==> src/sv/dtq_pkg.sv <==
// Package of types and constants for the delayed task queue.
`default_nettype none

package dtq_pkg;

    // Default sizing of the task table
    localparam int TABLE_DEPTH_DEF = 16;
    localparam int DELAY_BITS_DEF  = 16;
    localparam int TASK_BITS_DEF   = 16;

    // Port field widths
    localparam int REQ_W      = 2;
    localparam int IN_DELAY_W = 16;
    localparam int IN_TASK_W  = 16;
    localparam int OUT_TASK_W = 16;
    localparam int PEND_W     = 5;
    localparam int S_TDATA_W  = 32;
    localparam int M_TDATA_W  = 24;

    // Request codes
    localparam logic [REQ_W-1:0] REQ_SCHEDULE = 2'd0;
    localparam logic [REQ_W-1:0] REQ_TICK     = 2'd1;
    localparam logic [REQ_W-1:0] REQ_CANCEL   = 2'd2;

    typedef struct packed {
        logic                  fired;
        logic [OUT_TASK_W-1:0] fired_task;
        logic                  last;
        logic [PEND_W-1:0]     pending;
        logic                  dropped;
    } result_t;

endpackage

`default_nettype wire

==> src/sv/dtq_ram.sv <==
// Generic single-port-write, single-port-read RAM with registered read data.
`default_nettype none

module dtq_ram #(
    parameter int WIDTH = 32,
    parameter int DEPTH = 16
) (
    input  wire                      aclk,
    input  wire                      we,
    input  wire  [$clog2(DEPTH)-1:0] waddr,
    input  wire  [WIDTH-1:0]         wdata,
    input  wire                      re,
    input  wire  [$clog2(DEPTH)-1:0] raddr,
    output logic [WIDTH-1:0]         rdata
);

    logic [WIDTH-1:0] mem_reg [DEPTH];
    logic [WIDTH-1:0] rdata_reg;

    always_ff @(posedge aclk) begin
        if (we) begin
            mem_reg[waddr] <= wdata;
        end
        if (re) begin
            rdata_reg <= mem_reg[raddr];
        end
    end

    assign rdata = rdata_reg;

endmodule

`default_nettype wire

==> src/sv/dtq_ctrl.sv <==
// Request sequencer: appends entries, clears them on cancel, walks the table on a tick and compacts it.
`default_nettype none

module dtq_ctrl #(
    parameter int TABLE_DEPTH = dtq_pkg::TABLE_DEPTH_DEF,
    parameter int DELAY_BITS  = dtq_pkg::DELAY_BITS_DEF,
    parameter int TASK_BITS   = dtq_pkg::TASK_BITS_DEF,
    localparam int AW         = $clog2(TABLE_DEPTH),
    localparam int EW         = DELAY_BITS + TASK_BITS
) (
    input  wire                               aclk,
    input  wire                               aresetn,
    input  wire                               s_tvalid,
    output logic                              s_tready,
    input  wire  [dtq_pkg::REQ_W-1:0]         req_type,
    input  wire  [dtq_pkg::IN_DELAY_W-1:0]    delay_in,
    input  wire  [dtq_pkg::IN_TASK_W-1:0]     task_in,
    input  wire                               obuf_ready,
    output logic                              push,
    output dtq_pkg::result_t                  push_res,
    output logic                              ram_we,
    output logic [AW-1:0]                     ram_waddr,
    output logic [EW-1:0]                     ram_wdata,
    output logic                              ram_re,
    output logic [AW-1:0]                     ram_raddr,
    input  wire  [EW-1:0]                     ram_rdata
);

    localparam int CNT_W = $clog2(TABLE_DEPTH + 1);
    localparam logic [CNT_W-1:0] DEPTH_C = CNT_W'(TABLE_DEPTH);
    localparam logic [CNT_W-1:0] ONE_C   = CNT_W'(1);

    typedef enum logic [1:0] {ST_IDLE, ST_RESP, ST_SCAN, ST_COMPACT} state_t;

    state_t             state_reg, state_next;
    logic [CNT_W-1:0]   cnt_reg, cnt_next;
    logic [CNT_W-1:0]   rd_idx_reg, rd_idx_next;
    logic               rv_reg, rv_next;
    logic [CNT_W-1:0]   keep_reg, keep_next;
    logic [CNT_W-1:0]   zeros_reg, zeros_next;
    logic [CNT_W-1:0]   left_reg, left_next;
    dtq_pkg::result_t   res_reg, res_next;

    logic [DELAY_BITS-1:0] rd_delay;
    logic [TASK_BITS-1:0]  rd_task;
    logic                  hit;

    function automatic dtq_pkg::result_t mk_result(
        input logic                           fired,
        input logic [dtq_pkg::OUT_TASK_W-1:0] task_id,
        input logic                           last,
        input logic [dtq_pkg::PEND_W-1:0]     pending,
        input logic                           dropped
    );
        dtq_pkg::result_t r;
        r.fired      = fired;
        r.fired_task = task_id;
        r.last       = last;
        r.pending    = pending;
        r.dropped    = dropped;
        return r;
    endfunction

    assign rd_delay = ram_rdata[EW-1:TASK_BITS];
    assign rd_task  = ram_rdata[TASK_BITS-1:0];
    assign hit      = rv_reg && (rd_delay == '0);
    assign s_tready = (state_reg == ST_IDLE);

    always_comb begin
        state_next  = state_reg;
        cnt_next    = cnt_reg;
        rd_idx_next = rd_idx_reg;
        rv_next     = rv_reg;
        keep_next   = keep_reg;
        zeros_next  = zeros_reg;
        left_next   = left_reg;
        res_next    = res_reg;
        ram_we      = 1'b0;
        ram_waddr   = cnt_reg[AW-1:0];
        ram_wdata   = {DELAY_BITS'(delay_in), TASK_BITS'(task_in)};
        ram_re      = 1'b0;
        ram_raddr   = rd_idx_reg[AW-1:0];
        push        = 1'b0;
        push_res    = res_reg;

        case (state_reg)
            ST_IDLE: begin
                if (s_tvalid) begin
                    state_next = ST_RESP;
                    case (req_type)
                        dtq_pkg::REQ_SCHEDULE: begin
                            if (cnt_reg < DEPTH_C) begin
                                ram_we   = 1'b1;
                                cnt_next = cnt_reg + ONE_C;
                                res_next = mk_result(1'b0, '0, 1'b1,
                                                     dtq_pkg::PEND_W'(cnt_next), 1'b0);
                            end else begin
                                res_next = mk_result(1'b0, '0, 1'b1,
                                                     dtq_pkg::PEND_W'(cnt_reg), 1'b1);
                            end
                        end
                        dtq_pkg::REQ_TICK: begin
                            if (cnt_reg == '0) begin
                                res_next = mk_result(1'b0, '0, 1'b1, '0, 1'b0);
                            end else begin
                                state_next  = ST_SCAN;
                                rd_idx_next = '0;
                                rv_next     = 1'b0;
                                zeros_next  = '0;
                            end
                        end
                        dtq_pkg::REQ_CANCEL: begin
                            cnt_next = '0;
                            res_next = mk_result(1'b0, '0, 1'b1, '0, 1'b0);
                        end
                        default: begin
                            res_next = mk_result(1'b0, '0, 1'b1,
                                                 dtq_pkg::PEND_W'(cnt_reg), 1'b0);
                        end
                    endcase
                end
            end

            ST_RESP: begin
                if (obuf_ready) begin
                    push       = 1'b1;
                    state_next = ST_IDLE;
                end
            end

            // First pass: count the entries that fire on this tick
            ST_SCAN: begin
                if (hit) begin
                    zeros_next = zeros_reg + ONE_C;
                end
                if (rd_idx_reg < cnt_reg) begin
                    ram_re      = 1'b1;
                    rd_idx_next = rd_idx_reg + ONE_C;
                    rv_next     = 1'b1;
                end else begin
                    rv_next = 1'b0;
                end
                if (rd_idx_reg == cnt_reg && rv_reg) begin
                    state_next  = ST_COMPACT;
                    rd_idx_next = '0;
                    rv_next     = 1'b0;
                    keep_next   = '0;
                    left_next   = zeros_next;
                end
            end

            // Second pass: emit fired tasks, write survivors back toward the head
            ST_COMPACT: begin
                if (!(hit && !obuf_ready)) begin
                    if (rv_reg) begin
                        if (hit) begin
                            push      = 1'b1;
                            push_res  = mk_result(1'b1, dtq_pkg::OUT_TASK_W'(rd_task),
                                                  left_reg == ONE_C,
                                                  dtq_pkg::PEND_W'(cnt_reg - zeros_reg),
                                                  1'b0);
                            left_next = left_reg - ONE_C;
                        end else begin
                            ram_we    = 1'b1;
                            ram_waddr = keep_reg[AW-1:0];
                            ram_wdata = {rd_delay - DELAY_BITS'(1), rd_task};
                            keep_next = keep_reg + ONE_C;
                        end
                    end
                    if (rd_idx_reg < cnt_reg) begin
                        ram_re      = 1'b1;
                        rd_idx_next = rd_idx_reg + ONE_C;
                        rv_next     = 1'b1;
                    end else begin
                        rv_next = 1'b0;
                    end
                    if (rd_idx_reg == cnt_reg && rv_reg) begin
                        cnt_next = keep_next;
                        if (zeros_reg == '0) begin
                            res_next   = mk_result(1'b0, '0, 1'b1,
                                                   dtq_pkg::PEND_W'(keep_next), 1'b0);
                            state_next = ST_RESP;
                        end else begin
                            state_next = ST_IDLE;
                        end
                    end
                end
            end

            default: begin
                state_next = ST_IDLE;
            end
        endcase
    end

    always_ff @(posedge aclk) begin
        if (!aresetn) begin
            state_reg <= ST_IDLE;
            cnt_reg   <= '0;
            rv_reg    <= 1'b0;
        end else begin
            state_reg  <= state_next;
            cnt_reg    <= cnt_next;
            rv_reg     <= rv_next;
            rd_idx_reg <= rd_idx_next;
            keep_reg   <= keep_next;
            zeros_reg  <= zeros_next;
            left_reg   <= left_next;
            res_reg    <= res_next;
        end
    end

endmodule

`default_nettype wire

==> src/sv/dtq_obuf.sv <==
// Output register that holds one result transaction until the sink takes it.
`default_nettype none

module dtq_obuf (
    input  wire                aclk,
    input  wire                aresetn,
    input  wire                push,
    input  wire dtq_pkg::result_t push_res,
    output logic               ready,
    output logic               m_tvalid,
    input  wire                m_tready,
    output dtq_pkg::result_t   res
);

    logic             valid_reg, valid_next;
    dtq_pkg::result_t res_reg;

    assign ready      = !valid_reg || m_tready;
    assign valid_next = push || (valid_reg && !m_tready);

    always_ff @(posedge aclk) begin
        if (!aresetn) begin
            valid_reg <= 1'b0;
        end else begin
            valid_reg <= valid_next;
        end
    end

    always_ff @(posedge aclk) begin
        if (push) begin
            res_reg <= push_res;
        end
    end

    assign m_tvalid = valid_reg;
    assign res      = res_reg;

endmodule

`default_nettype wire

==> src/sv/delayed_task_queue_unit.sv <==
// Delayed task queue: table of countdown timers held in one RAM, walked on each tick.
// Schedule, cancel, unknown code and empty-table tick: the result is registered, then moved to
// the output register once it is ready; the next request is taken after that move.
// Tick on N > 0 entries: two walks of the table (count, then emit and compact); the next
// request is taken after both walks, and after a summary result when no task fires; output stalls add to this.
// Reset (aresetn low, synchronous) clears the entry count and output valid; RAM is kept.
`default_nettype none

module delayed_task_queue_unit #(
    parameter int TABLE_DEPTH = dtq_pkg::TABLE_DEPTH_DEF,
    parameter int DELAY_BITS  = dtq_pkg::DELAY_BITS_DEF,
    parameter int TASK_BITS   = dtq_pkg::TASK_BITS_DEF
) (
    input  wire                              aclk,
    input  wire                              aresetn,
    input  wire                              s_tvalid,
    output logic                             s_tready,
    // delay_ticks [15:0], task_id [31:16]
    input  wire  [dtq_pkg::S_TDATA_W-1:0]    s_tdata,
    // req_type [1:0]
    input  wire  [dtq_pkg::REQ_W-1:0]        s_tuser,
    output logic                             m_tvalid,
    input  wire                              m_tready,
    // fired_task [15:0], pending [20:16], dropped [21], zero fill [23:22]
    output logic [dtq_pkg::M_TDATA_W-1:0]    m_tdata,
    output logic                             m_tlast,
    // fired [0]
    output logic [0:0]                       m_tuser
);

    localparam int AW = $clog2(TABLE_DEPTH);
    localparam int EW = DELAY_BITS + TASK_BITS;

    logic               obuf_ready;
    logic               push;
    dtq_pkg::result_t   push_res;
    dtq_pkg::result_t   res;
    logic               ram_we;
    logic [AW-1:0]      ram_waddr;
    logic [EW-1:0]      ram_wdata;
    logic               ram_re;
    logic [AW-1:0]      ram_raddr;
    logic [EW-1:0]      ram_rdata;

    dtq_ctrl #(
        .TABLE_DEPTH (TABLE_DEPTH),
        .DELAY_BITS  (DELAY_BITS),
        .TASK_BITS   (TASK_BITS)
    ) u_ctrl (
        .aclk       (aclk),
        .aresetn    (aresetn),
        .s_tvalid   (s_tvalid),
        .s_tready   (s_tready),
        .req_type   (s_tuser),
        .delay_in   (s_tdata[dtq_pkg::IN_DELAY_W-1:0]),
        .task_in    (s_tdata[dtq_pkg::S_TDATA_W-1:dtq_pkg::IN_DELAY_W]),
        .obuf_ready (obuf_ready),
        .push       (push),
        .push_res   (push_res),
        .ram_we     (ram_we),
        .ram_waddr  (ram_waddr),
        .ram_wdata  (ram_wdata),
        .ram_re     (ram_re),
        .ram_raddr  (ram_raddr),
        .ram_rdata  (ram_rdata)
    );

    dtq_ram #(
        .WIDTH (EW),
        .DEPTH (TABLE_DEPTH)
    ) u_table (
        .aclk  (aclk),
        .we    (ram_we),
        .waddr (ram_waddr),
        .wdata (ram_wdata),
        .re    (ram_re),
        .raddr (ram_raddr),
        .rdata (ram_rdata)
    );

    dtq_obuf u_obuf (
        .aclk     (aclk),
        .aresetn  (aresetn),
        .push     (push),
        .push_res (push_res),
        .ready    (obuf_ready),
        .m_tvalid (m_tvalid),
        .m_tready (m_tready),
        .res      (res)
    );

    assign m_tdata = {2'b00, res.dropped, res.pending, res.fired_task};
    assign m_tlast = res.last;
    assign m_tuser = res.fired;

endmodule

`default_nettype wire

==> config.mk <==
export PLATFORM = sky130hd
export DESIGN_NAME = delayed_task_queue_unit
export DESIGN_NICKNAME = d
export VERILOG_FILES = /design/src/sv/dtq_pkg.sv /design/src/sv/dtq_ram.sv /design/src/sv/dtq_ctrl.sv /design/src/sv/dtq_obuf.sv /design/src/sv/delayed_task_queue_unit.sv
export SDC_FILE = /design/constraint.sdc
export NUM_CORES = 1
export LEC_CHECK = 0
export CAP_MARGIN = 20
export CORE_MARGIN = 2
export CORE_UTILIZATION = 46
export CTS_BUF_LIST = sky130_fd_sc_hd__clkbuf_4
export DETAILED_ROUTE_END_ITERATION = 12
export DONT_BUFFER_PORTS = 1
export RECOVER_POWER = 25
export SYNTH_ARGS = -nofsm -noshare
export SYNTH_HDL_FRONTEND = slang
export SYNTH_SLANG_ARGS = --single-unit
==> constraint.sdc <==
create_clock -name aclk -period 3.95 [get_ports aclk]
set_input_delay 0.1975 -clock aclk [delete_from_list [all_inputs] [get_ports aclk]]
set_output_delay 0.1975 -clock aclk [all_outputs]
set_load 0.01 [all_outputs]
== Word-level counts from Yosys, hierarchy flattened ==
Memories as Yosys holds them, arrays and structs flattened. A register that Yosys moved wholly into a read port is not among the register bits.
Index checks and enable logic that the tools add are counted.
Word-level totals
  flip-flop bits (word level): 77
  memory bits (read-only): 0
  latch bits: 0
  memory bits (writable): 512
  memories kept: 1
  input bits: 38
Operators by class
  shifts and indexed selects: 0
  bitwise operators: 0
  reductions and logical operators: 26
  equal/unequal tests: 20
  $add $sub $neg: 7
  div/mod/pow operators: 0
  multiply operators: 0
  $lt $le $gt $ge: 2
  muxes and demuxes: 77
Memory list
  u_table.mem_reg: words 16, width 32, read ports 1, clocked after memory_dff 1, write ports 1, line dtq_ram.sv:17  | logic [WIDTH-1:0] mem_reg [DEPTH];
Operator list (count)
  2-to-1 mux 24 bit: 9
  2-to-1 mux 32 bit: 4
  2-to-1 mux 5 bit: 19
  one-hot mux 24 bit (3 select lines): 1
  one-hot mux 5 bit (2 select lines): 5
  one-hot mux 24 bit (2 select lines): 1
  adder 5 x 1 -> 5 bit, second input constant: 4
  2-to-1 mux 1 bit: 20
  AND reduction 6 bit: 3
  logical NOT 16 bit: 1
  2-to-1 mux 4 bit: 4
  subtractor 16 x 1 -> 16 bit, second input constant: 1
  one-hot mux 5 bit (3 select lines): 1
  AND reduction 5 bit: 3
  2-to-1 mux 2 bit: 7
  != test 2 x 1 -> 1 bit, second input constant: 7
  logical NOT 5 bit: 2
  one-hot mux 2 bit (4 select lines): 1
  AND reduction 7 bit: 1
  == test 2 bit, second input constant: 3
  2-to-1 mux 6 bit: 1
  != test 2 bit, second input constant: 3
  != test 3 x 2 -> 1 bit, second input constant: 2
  one-hot mux 1 bit (2 select lines): 3
  16 further kinds: 26

== Logic depth before layout (Yosys ltp) ==
Gate-level depths: netlist (run 1).
  depth in word-level cells: 8
  gate-level depth with buffers: 11
  gate-level depth less buffers: 8

== Cells and area by module ==
A second synthesis (run 1) with hierarchy kept.
Unflattened totals
  cell total of the unflattened synthesis: 1271
  area total of the unflattened synthesis: 24404.7 µm²
Modules (own cells, without submodules)
  dtq_ram: seq. area each 16335.7 µm², area an instance 20155.6 µm², instances 1, cells each 838
  dtq_ctrl: seq. area each 940.9 µm², area an instance 3460.8 µm², instances 1, cells each 402
  dtq_obuf: seq. area each 740.7 µm², area an instance 769.5 µm², instances 1, cells each 28
  delayed_task_queue_unit: seq. area each 0.0 µm², area an instance 18.8 µm², instances 1, cells each 3

== Least setup slack after synthesis (run 1) ==
No wires, ideal clock.
  path kind: flip-flop to flip-flop
  start point: reg u_table.rdata_reg[22] (netlist: u_table.rdata[22]), read port of u_table.mem_reg
  end point: mem u_table.mem_reg[1][0] (enable)
  setup slack: 242 ps
  stages on the path, launching flop included: 8
  arrival time: 3284 ps
  period minus slack after synthesis: 3708 ps
  library setup time: 425 ps
  path buffers: 1
  cell sequence: edfxtp_1 nor4_1 a41oi_2 nand2_1 buf_2 nand3_1 o41ai_1 nor2b_1
On the way
  word-level cells in the longest chain between the ends: 8
Ends and longest elaborated chain
  from (decl): line dtq_ram.sv:18  | logic [WIDTH-1:0] rdata_reg;
  logical NOT 16 bit (*): line dtq_ctrl.sv:66  | assign hit = rv_reg && (rd_delay == '0);
  logical AND 1 bit (*): line dtq_ctrl.sv:66
  2-to-1 mux 1 bit: line dtq_ctrl.sv:156  | if (hit) begin
  2-to-1 mux 1 bit: line dtq_ctrl.sv:155  | if (rv_reg) begin
  2-to-1 mux 1 bit: line dtq_ctrl.sv:154  | if (!(hit && !obuf_ready)) begin
  one-hot mux 1 bit (2 select lines): line dtq_ctrl.sv:86  | case (state_reg)
  2-to-1 mux 1 bit: line dtq_ram.sv:21  | if (we) begin
  2-to-1 mux 1 bit (not written as such): line dtq_ram.sv:22  | mem_reg[waddr] <= wdata;
  to (decl): line dtq_ram.sv:17
Mark *: on every way between the ends. The rest lies on a longest branch, timed or not.

== Worst setup path after layout (run 1) ==
  start point: reg u_ctrl.cnt_reg[1]
  end point: reg u_ctrl.cnt_reg[3]
On the way
  word-level cells in the longest chain between the ends: 5
Ends and longest elaborated chain
  from (decl): line dtq_ctrl.sv:36  | logic [CNT_W-1:0] cnt_reg, cnt_next;
  from (signal assigned): line dtq_ctrl.sv:203  | cnt_reg <= cnt_next;
  adder 5 x 1 -> 5 bit: line dtq_ctrl.sv:94  | cnt_next = cnt_reg + ONE_C;
  2-to-1 mux 5 bit: line dtq_ctrl.sv:92  | if (cnt_reg < DEPTH_C) begin
  one-hot mux 5 bit (2 select lines): line dtq_ctrl.sv:90  | case (req_type)
  2-to-1 mux 5 bit: line dtq_ctrl.sv:88  | if (s_tvalid) begin
  one-hot mux 5 bit (2 select lines): line dtq_ctrl.sv:86
Several ways; a longest one is shown, not always the timed one. The select of a mux whose other input is x is not followed.
A chain may end at the register's enable or synchronous reset.

==> out/metrics.cfg, run 1 <==
[run_status]
status = finished, violations left
violations = max-capacitance violations, max-slew violations

[floorplan]
initial_core_util_pct = 46.4
rows = 84
core_area_um2 = 52300
die_x_um = 234
die-area_um2 = 54700
ios = 66
die_height_um = 234

[drt]
first_pass_iters = 6
wl_per_cell_um = 24.6
drt_iter0_drc = 1191
wl_mm = 54.6
ant_nets = 0
wl_met2_mm = 26.0
wl_met1_mm = 23.7
highest_layer = met5
via_per_inst = 5.64
route.detailed.drc = 0
vias = 12502
wl_met3_mm = 3.64

[setup_path]
startpoint = u_ctrl.cnt_reg[1]
startpoint_type = register
path_class = reg -> reg
worst-endpoint-arrival_ns = 4.65
regToRegEndpoint = u_ctrl.cnt_reg[3]
required_ns = 4.81
r2r_slack_ns = 0.16
crit_fanout = 10
crit_end = u_ctrl.cnt_reg[3]
reg2reg_depth = 10
r2r-start = u_ctrl.cnt_reg[1]
worst_setup_path_end_kind = register

[synthesis]
yosysSeqAreaShare_pct = 74.2
synth-edff-count = 594
ys_ff_latch = 603
synthTopCellsByArea = edfxtp_1 73%, mux4_2 15%, ha_1 1.2%
synth.largest_area_cell = edfxtp_1
synth_top_area_share_pct = 73.4
netlist_area_um2 = 24300
async_flop_share_pct = 0
syn_avg_cell_area_um2 = 20.3
ys.flop_type = edfxtp_1
yosysUniqueCellTypes = 58
yosys-top-cells-count = 594 x edfxtp_1, 160 x mux4_2, 51 x nand2_1, 34 x nor2_1, 33 x clkbuf_1
syn_inst = 1197
ys_warn_count = 0
synth.most_common_cell = edfxtp_1

[finish]
regArea_um2 = 18000
multi_input_area_um2 = 6090
layout.nets = 1471
area_delta_synth_final_pct = 15.3
fin_cells = 2217
fill_cells = 4153
drive_gt1_share_pct = 32.4
largest_reg_flops = 512

[clock_tree]
cts_tree = built
cts.clk_slew.worst_paths_ns = 0.06
root_buffer = clkbuf_4
h-tree-depth = 4
insertion_delay_ns = 1.00
cts_buffers = 159
clk_path_buf_depth = 3
clock_sinks = 603

[power]
p_per_area_nw_per_um2 = 569
internal_power_mw = 11.6
seq_power_share_pct = 48.2
leakagePower_nw = 9.09
swShare_pct = 27.4
clock_power_share_pct = 33.3
p_sw_mw = 4.37
p_comb_share_pct = 18.4
irDropWorstVdd_mv = 0.302

[run]
drv_cap = 1

[place]
port-buffer-count = 0
place_congestion = 0.788
place_inst = 1887
place_hpwl_mm = 30.9

[sta]
skew_ns = 0.0656
max_clock_freq_mhz = 264
setup_violations = 0
post-route-period-util_pct = 95.9
drv_slew = 71
finalHoldViolations = 0
relSlewSlack_pct = -5.22
setup_tns_ns = 0
tightest_slew_ns = 1.58
post-route-min-period_ns = 3.79
rsz0062_at_grt = no

[worst_hold_path]
hold_path_class = in -> reg

[global_route]
grt_use_total_pct = 20.9
grt_pass1_wl_mm = 81.7
grt_max_degree = 132
grt_pass1_vias = 13023
grt_remaining_overflow = 0
antenna_found_initial = 4

[final cells by class]
| class | instances | area share [%] |
|---|---|---|
| sequential | 603 | 64.3 |
| clock inverter | 50 | 1.00 |
| clock buffer | 227 | 6.08 |
| tap | 688 | 3.07 |
| timing repair buffer | 106 | 3.34 |
| antenna | 5 | 0.0447 |
| multi-input combinational | 508 | 21.7 |
| inverter | 30 | 0.402 |
[layout by cell type (no fill, tap or decap), types with 15 or more instances in the layout]
cell / Yosys / routed
mux4_2: 160 / 160
o21ai_0: 28 / 29
nor2_4: 0 / 15
clkinv_1: 0 / 32
and2_1: 19 / 17
a21oi_1: 23 / 23
edfxtp_1: 594 / 594
buf_4: 2 / 34
nor2_1: 34 / 19
inv_1: 30 / 30
xnor2_1: 17 / 17
nand2_1: 51 / 50
clkbuf_4: 0 / 228
ha_1: 24 / 24
dlygate4sd3_1: 0 / 45
[power by group through the flow]
stage | clock, mW | combinational (mW) | sequential (mW)
2_1_floorplan | 0 | 2.08 | 7.76
3_3_place_gp | 0 | 2.86 | 7.82
3_5_place_dp | 0 | 2.89 | 7.83
4_1_cts | 5.47 | 2.99 | 7.69
5_1_grt | 5.81 | 3.21 | 7.73
6_report | 5.31 | 2.94 | 7.70
[per-layer routing]
layer	vias up	global-route usage (%)
li1	5457	-
met1	6495	28.4
met2	436	31.7
met3	112	6.38
met4	2	8.48
met5	-	0
[per-stage QoR]
step	power, mW	util, %	setup slack, ns	cell area [um^2]	hold slack (ns)
final	16.0	53.5	0.163	28000	0.177
after global routing	16.7	53.5	0.00449	28000	0.119
after CTS	16.2	53.6	0.152	28100	0.0517
after detailed placement	10.7	48.9	0.510	25600	0.346
after global placement	10.7	48.9	0.595	25600	0.344
after floorplan	9.83	-	0.242	24300	0.402
[critical path, cell delays in order (launching register included)]
cell and delay [ns]:
dfxtp_1 0.62, inv_1 0.28, ha_1 0.36, and4_1 0.18, nand3_1 0.18, a211o_2 0.35
a21oi_4 0.28, nand2_1 0.08, dlygate4sd3_1 0.56, o221a_1 0.22, dlygate4sd3_1 0.55
[worst min-delay path by stage]
stage / slack [ns] / endpoint / start / cells after the start
CTS: 0.05 / u_table.mem_reg[12][29] / s_tvalid / 4
finish: 0.18 / u_ctrl.cnt_reg[1] / aresetn / 3
detailed placement: 0.35 / u_ctrl.cnt_reg[3] / aresetn / 1
floorplan: 0.40 / u_obuf.m_tvalid / m_tready / 2
global route: 0.12 / u_ctrl.res_reg[5] / s_tuser[0] / 3
global placement: 0.34 / u_ctrl.cnt_reg[1] / aresetn / 2
[cell families (layout without fill, tap and decap cells)]
family | count (synthesis) | in the layout | synth area share [%]
flops | 603 | 603 | 74.2
mux | 184 | 184 | 15.9
simple gates | 173 | 173 | 3.66
compound gates | 94 | 94 | 2.48
buf+inv | 87 | 413 | 1.39
xor+xnor | 30 | 30 | 1.08
fa+ha+maj | 25 | 25 | 1.32
other cells | 1 | 7 | 0.0154
[what timing repair did]
item                       4_1_cts  5_1_grt
resized for setup                0        1
hold endpoints to repair       566        0
setup endpoints to repair        0        2
setup buffers                    0        3
hold buffers                    45        0
(Power assumes the default switching activity.)
==> inputs of run 2 (changes only) <==
- RECOVER_POWER: 25 -> not set
==> run 2 against run 1 <==
The run now ends clean; critical path depth unchanged; die area unchanged; combinational power about the same; fmax about the same; clock-buffer cell count unchanged; cell count unchanged; core utilization increased by 0.15 points; setup slack got worse by 0.0037 ns; critical path type unchanged.
==> out/metrics.cfg, run 2 (synthesized netlist as in run 1, its figures left out) <==
[sta]
skew_ns = 0.0656  ; about the same
relSlewSlack_pct = 35.6  ; was -5.22%
post-route-min-period_ns = 3.79  ; about the same
holdWs_ns = 0.182  ; was 0.177 ns
drv_slew = 0  ; was 71
rsz0062_at_grt = no  ; unchanged
tightest_slew_ns = 0.961  ; was 1.58 ns
setup_violations = 0  ; unchanged
post-route-period-util_pct = 96.0  ; was 95.9%
setup_tns_ns = 0  ; unchanged
finalHoldViolations = 0  ; unchanged
max_clock_freq_mhz = 264  ; about the same

[setup_path]
worst_setup_path_end_kind = register  ; unchanged
crit_fanout = 10  ; unchanged
reg2reg_depth = 10  ; unchanged
path_class = reg -> reg  ; unchanged
required_ns = 4.80  ; was 4.81 ns
startpoint_type = register  ; unchanged
worst-endpoint-arrival_ns = 4.64  ; was 4.65 ns

[finish]
final_cell_mix = 594 x edfxtp_1, 227 x clkbuf_4, 160 x mux4_2  ; was 594 x edfxtp_1, 228 x clkbuf_4, 160 x mux4_2
largest_reg_flops = 512  ; unchanged
regArea_um2 = 18000  ; unchanged
multi_input_area_um2 = 6100  ; was 6090 um^2
fill_cells = 4136  ; was 4153
post-route-util_pct = 53.7  ; was 53.5%
final_common_cell = edfxtp_1  ; unchanged
drive_gt1_share_pct = 33.5  ; was 32.4%
fin_cells = 2217  ; unchanged
layout.nets = 1471  ; unchanged
fin_area_um2 = 28100  ; was 28000 um^2
area_delta_synth_final_pct = 15.6  ; was 15.3%

[clock_tree]
clock_sinks = 603  ; unchanged
cts_tree = built  ; unchanged
root_buffer = clkbuf_4  ; unchanged
insertion_delay_ns = 0.99  ; was 1.00 ns
clk_path_buf_depth = 3  ; unchanged
h-tree-depth = 4  ; unchanged
cts.clk_slew.worst_paths_ns = 0.06  ; about the same
cts_buffers = 159  ; unchanged

[drt]
wl_per_cell_um = 24.7  ; was 24.6 um
vias = 12526  ; was 12502
wl_mm = 54.7  ; was 54.6 mm
via_per_inst = 5.65  ; was 5.64
ant_nets = 0  ; unchanged
route.detailed.drc = 0  ; unchanged
drt_iter0_drc = 1198  ; was 1191
first_pass_iters = 5  ; was 6

[global_route]
gr-usage-met2_pct = 31.7  ; unchanged
grt_remaining_overflow = 0  ; unchanged
grt_pass1_vias = 13023  ; unchanged
grt-busiest-layer = met2  ; unchanged
met3_usage_pct = 6.38  ; unchanged
grt_use_total_pct = 20.9  ; unchanged
antenna_found_initial = 4  ; unchanged
gr-usage-met1_pct = 28.4  ; unchanged
grt_max_degree = 132  ; unchanged
grt_pass1_wl_mm = 81.7  ; unchanged

[worst_hold_path]
hold_path_depth = 4  ; was 3
hold_path_class = in -> reg  ; unchanged

[place]
place_inst = 1887  ; unchanged
placed_cell_area_um2 = 25600  ; unchanged
port-buffer-count = 0  ; unchanged
place_hpwl_mm = 30.9  ; unchanged
place_congestion = 0.788  ; unchanged

[floorplan]
ios = 66  ; unchanged
die_x_um = 234  ; unchanged
initial_core_util_pct = 46.4  ; unchanged
die_height_um = 234  ; unchanged
rows = 84  ; unchanged
core_area_um2 = 52300  ; unchanged
die-area_um2 = 54700  ; unchanged

[run]
drv_cap = 0  ; was 1

[power]
leakagePower_nw = 9.15  ; was 9.09 nW
irDropWorstVdd_mv = 0.302  ; about the same
p_per_area_nw_per_um2 = 568  ; was 569 nW/um^2

[run_status]
status = completed  ; was finished, violations left

[run 2: changes by cell type in the layout (fill, tap and decap cells not counted), sizes merged]
cell    change
clkbuf     -20
buf        +20
[run 2: worst paths after layout]
| kind | startpoint | end | slack (ns) |
|---|---|---|---|
| hold / removal | s_tvalid | u_table.mem_reg[8][25] | 0.18 |
| setup reg to reg | u_ctrl.cnt_reg[1] | u_ctrl.cnt_reg[3] | 0.16 |
| setup / recovery | u_ctrl.cnt_reg[1] | u_ctrl.cnt_reg[3] | 0.16 |
| hold reg to reg | u_ctrl.res_reg[2] | u_obuf.res[2] | 0.50 |
[run 2: metal layers]
layer	share of wire, %	up-vias
li1	-	5453
met1	43	6533
met2	48	431
met3	6.5	107
met4	2.4	2
met5	0.020	-
[run 2: repair_timing]
action | CTS | global route
gates resized for setup | 0 | 1
endpoints found under the setup margin | 0 | 2
endpoints found under the hold margin | 566 | 0
hold buffers | 45 | 0
buffers inserted | 0 | 3
[run 2: final cells by class]
class / instances / share of cell area, %
inverters: 30 / 0.401
clock inverters: 50 / 1.00
diodes: 5 / 0.0445
clock buffers: 227 / 6.07
repair buffers: 106 / 3.59
flip-flops and latches: 603 / 64.1
multi-input cells: 508 / 21.7
well taps: 688 / 3.06
[run 2: metrics by stage]
stage	worst slack, ns	power, mW
after floorplan	0.242	9.83
after global placement	0.595	10.7
after detailed placement	0.510	10.7
after CTS	0.152	16.2
after global routing	0.00452	16.7
final	0.159	16.0
[run 2: power breakdown]
| group | total [mW] | internal, mW | switching (mW) |
|---|---|---|---|
| logic | 2.96 | 1.35 | 1.60 |
| registers | 7.70 | 7.46 | 0.236 |
| clock network | 5.30 | 2.78 | 2.52 |
| total | 16.0 | 11.6 | 4.36 |
[run 2: critical path: stages (launching register included)]
cell and delay [ns]:
dfxtp_1 0.62, inv_1 0.27, ha_1 0.36, and4_1 0.18, nand3_1 0.18, a211o_2 0.35
a21oi_4 0.28, nand2_1 0.08, dlygate4sd3_1 0.57, o221a_1 0.23, dlygate4sd3_1 0.55
==> inputs of run 3 (changes only) <==
- PLACE_DENSITY: not set -> 0.64
- RECOVER_POWER: not set -> 100
- SETUP_SLACK_MARGIN: not set -> 0.5
==> run 3 against run 2 <==
The flow now finishes with violations (max-capacitance violations, max-slew violations); cell count shrank 0.90%; critical path depth down 1; sequential cell count unchanged; combinational power is essentially flat; first-iteration DRC count decreased by 11%; setup slack better by 0.28 ns; fmax rose by 7.8%; highest routed layer is now met4.
==> out/metrics.cfg, run 3 (synthesized netlist as in run 1, its figures left out) <==
[drt]
ant_nets = 0  ; unchanged
vias = 12507  ; was 12526
wl_per_cell_um = 24.5  ; was 24.7 um
drt_iter0_drc = 1064  ; was 1198
route.detailed.drc = 0  ; unchanged
wl_mm = 53.8  ; was 54.7 mm
via_per_inst = 5.69  ; was 5.65
first_pass_iters = 6  ; was 5

[clock_tree]
clock_sinks = 603  ; unchanged
insertion_delay_ns = 0.94  ; was 0.99 ns
clk_path_buf_depth = 3  ; unchanged
cts_tree = built  ; unchanged
cts_buffers = 150  ; was 159
post_cts_buffers = 0  ; unchanged
h-tree-depth = 4  ; unchanged
root_buffer = clkbuf_4  ; unchanged
cts.clk_slew.worst_paths_ns = 0.07  ; was 0.06 ns

[place]
port-buffer-count = 0  ; unchanged
placed_cell_area_um2 = 25600  ; about the same
place_congestion = 0.838  ; was 0.788
place_hpwl_mm = 30.1  ; was 30.9 mm

[sta]
relSlewSlack_pct = -43.0  ; was 35.6%
max_clock_freq_mhz = 284  ; was 264 MHz
finalHoldViolations = 0  ; unchanged
post-route-min-period_ns = 3.52  ; was 3.79 ns
rsz0062_at_grt = yes  ; was no
skew_ns = 0.0484  ; was 0.0656 ns
tightest_slew_ns = 2.14  ; was 0.961 ns
setup_violations = 0  ; unchanged
drv_slew = 132  ; was 0
setup_tns_ns = 0  ; unchanged
post-route-period-util_pct = 89.0  ; was 96.0%

[setup_path]
max_stage_delay_ns = 0.62  ; about the same
crit_chain = inv_1 > ha_1 > nor3b_1 > a41oi_2 > nand2_4 > nor3b_1 > a31oi_2 > nor2_4 > clkbuf_4  ; was inv_1 > ha_1 > and4_1 > nand3_1 > a211o_2 > a21oi_4 > nand2_1 > dlygate4sd3_1 > o221a_1 > dlygate4sd3_1
crit_fanout = 27  ; was 10
worst-endpoint-arrival_ns = 4.04  ; was 4.64 ns
required_ns = 4.47  ; was 4.80 ns
startpoint_type = register  ; unchanged
cpMostUsedCell = nor3b_1  ; was dlygate4sd3_1
path_class = reg -> reg  ; unchanged
crit_slowest_cell = clkbuf_4  ; was dfxtp_1
worst_setup_path_end_kind = register  ; unchanged
cp_top_family = simple AND/OR/NAND/NOR gates  ; was buffers and inverters
worst-path-buf-inv = 2  ; was 3

[global_route]
grt_use_total_pct = 20.5  ; was 20.9%
grt_remaining_overflow = 0  ; unchanged
grt_pass1_vias = 12812  ; was 13023
grt_max_degree = 132  ; unchanged
grt_pass1_wl_mm = 80.3  ; was 81.7 mm
antenna_found_initial = 4  ; unchanged

[floorplan]
die_height_um = 234  ; unchanged
die_x_um = 234  ; unchanged
die-area_um2 = 54700  ; unchanged
ios = 66  ; unchanged
initial_core_util_pct = 46.4  ; unchanged
core_area_um2 = 52300  ; unchanged
rows = 84  ; unchanged

[power]
p_sw_mw = 4.26  ; was 4.36 mW
p_per_area_nw_per_um2 = 570  ; was 568 nW/um^2
clock_power_share_pct = 33.2  ; about the same
p_comb_share_pct = 18.5  ; about the same
irDropWorstVdd_mv = 0.283  ; was 0.302 mV
leakagePower_nw = 9.04  ; was 9.15 nW
seq_power_share_pct = 48.4  ; was 48.2%
swShare_pct = 26.8  ; was 27.3%
fin_total_pwr_mw = 15.9  ; was 16.0 mW
internal_power_mw = 11.7  ; was 11.6 mW

[worst_hold_path]
hold_path_class = in -> reg  ; unchanged

[run]
drv_cap = 1  ; was 0

[finish]
layout.nets = 1456  ; was 1471
largest_reg_flops = 512  ; unchanged
area_delta_synth_final_pct = 14.9  ; was 15.6%
final_common_cell = edfxtp_1  ; unchanged
final_cell_mix = 594 x edfxtp_1, 211 x clkbuf_4, 160 x mux4_2  ; was 594 x edfxtp_1, 227 x clkbuf_4, 160 x mux4_2
fin_area_um2 = 27900  ; was 28100 um^2
drive_gt1_share_pct = 30.5  ; was 33.5%

[run_status]
violations = max-capacitance violations, max-slew violations
status = finished, violations left  ; was completed

## run 3: cell count changes in the layout (fill, tap and decap cells not counted), sizes merged
| cell | delta |
|---|---|
| bufinv | +4 |
| dlygate4sd3 | -2 |
| clkbuf | +7 |
| clkinv | +6 |
| clkinvlp | -5 |
| buf | -30 |
## run 3: repair_timing
item                       CTS  global route
setup endpoints to repair    0           262
resized for setup            0             3
hold buffers                43             0
hold endpoints to repair   579             0
## run 3: final timing paths
path                startpoint                       to  slack, ns  cells past startpoint
min reg2reg  u_ctrl.res_reg[3]            u_obuf.res[3]       0.53                      2
min                   s_tvalid   u_table.mem_reg[8][31]       0.22                      4
max          u_table.rdata[16]  u_table.mem_reg[10][19]       0.43                      9
max reg2reg  u_table.rdata[16]  u_table.mem_reg[10][19]       0.43                      9
## run 3: stage by stage
step / instances / setup slack [ns] / util [%] / hold WS (ns)
detailed placement: 1885 / 0.556 / 49.0 / 0.345
finish: 2197 / 0.435 / 53.3 / 0.222
global placement: 1885 / 0.686 / 49.0 / 0.342
global route: 2197 / 0.242 / 53.3 / 0.0863
floorplan: 1198 / 0.294 / - / 0.402
CTS: 2191 / 0.516 / 53.5 / 0.00624
## run 3: final cells by class
| class | count | area, um^2 |
|---|---|---|
| flip-flops and latches | 603 | 18000 |
| fillers | 4156 | 24400 |
| inverters | 30 | 113 |
| clock buffers | 208 | 1560 |
| well taps | 688 | 861 |
| clock inverters | 55 | 384 |
| repair buffers | 100 | 891 |
| multi-input cells | 508 | 6080 |
| diodes | 5 | 12.5 |
## run 3: worst register-to-register path, stage by stage, from the launching register on
cell      delay (ns)
edfxtp_1        0.40
inv_1           0.08
ha_1            0.22
nor3b_1         0.16
a41oi_2         0.53
nand2_4         0.31
nor3b_1         0.34
a31oi_2         0.15
nor2_4          0.30
clkbuf_4        0.62
## run 3: power by group through the flow
stage,Sequential [mW],Clock [mW],Combinational [mW]
2_1_floorplan,7.75,0,2.08
3_3_place_gp,7.82,0,2.87
3_5_place_dp,7.83,0,2.89
4_1_cts,7.69,5.46,2.96
5_1_grt,7.73,5.81,3.18
6_report,7.70,5.28,2.94
## run 3: layer usage
metal	vias to the layer above	share of wire (%)	track usage (%)	wire, um
li1	5438	-	-	-
met1	6545	41	27.2	22200
met2	460	50	32.3	26800
met3	64	7.1	6.13	3790
met4	0	1.8	7.54	990
met5	-	0	0	0
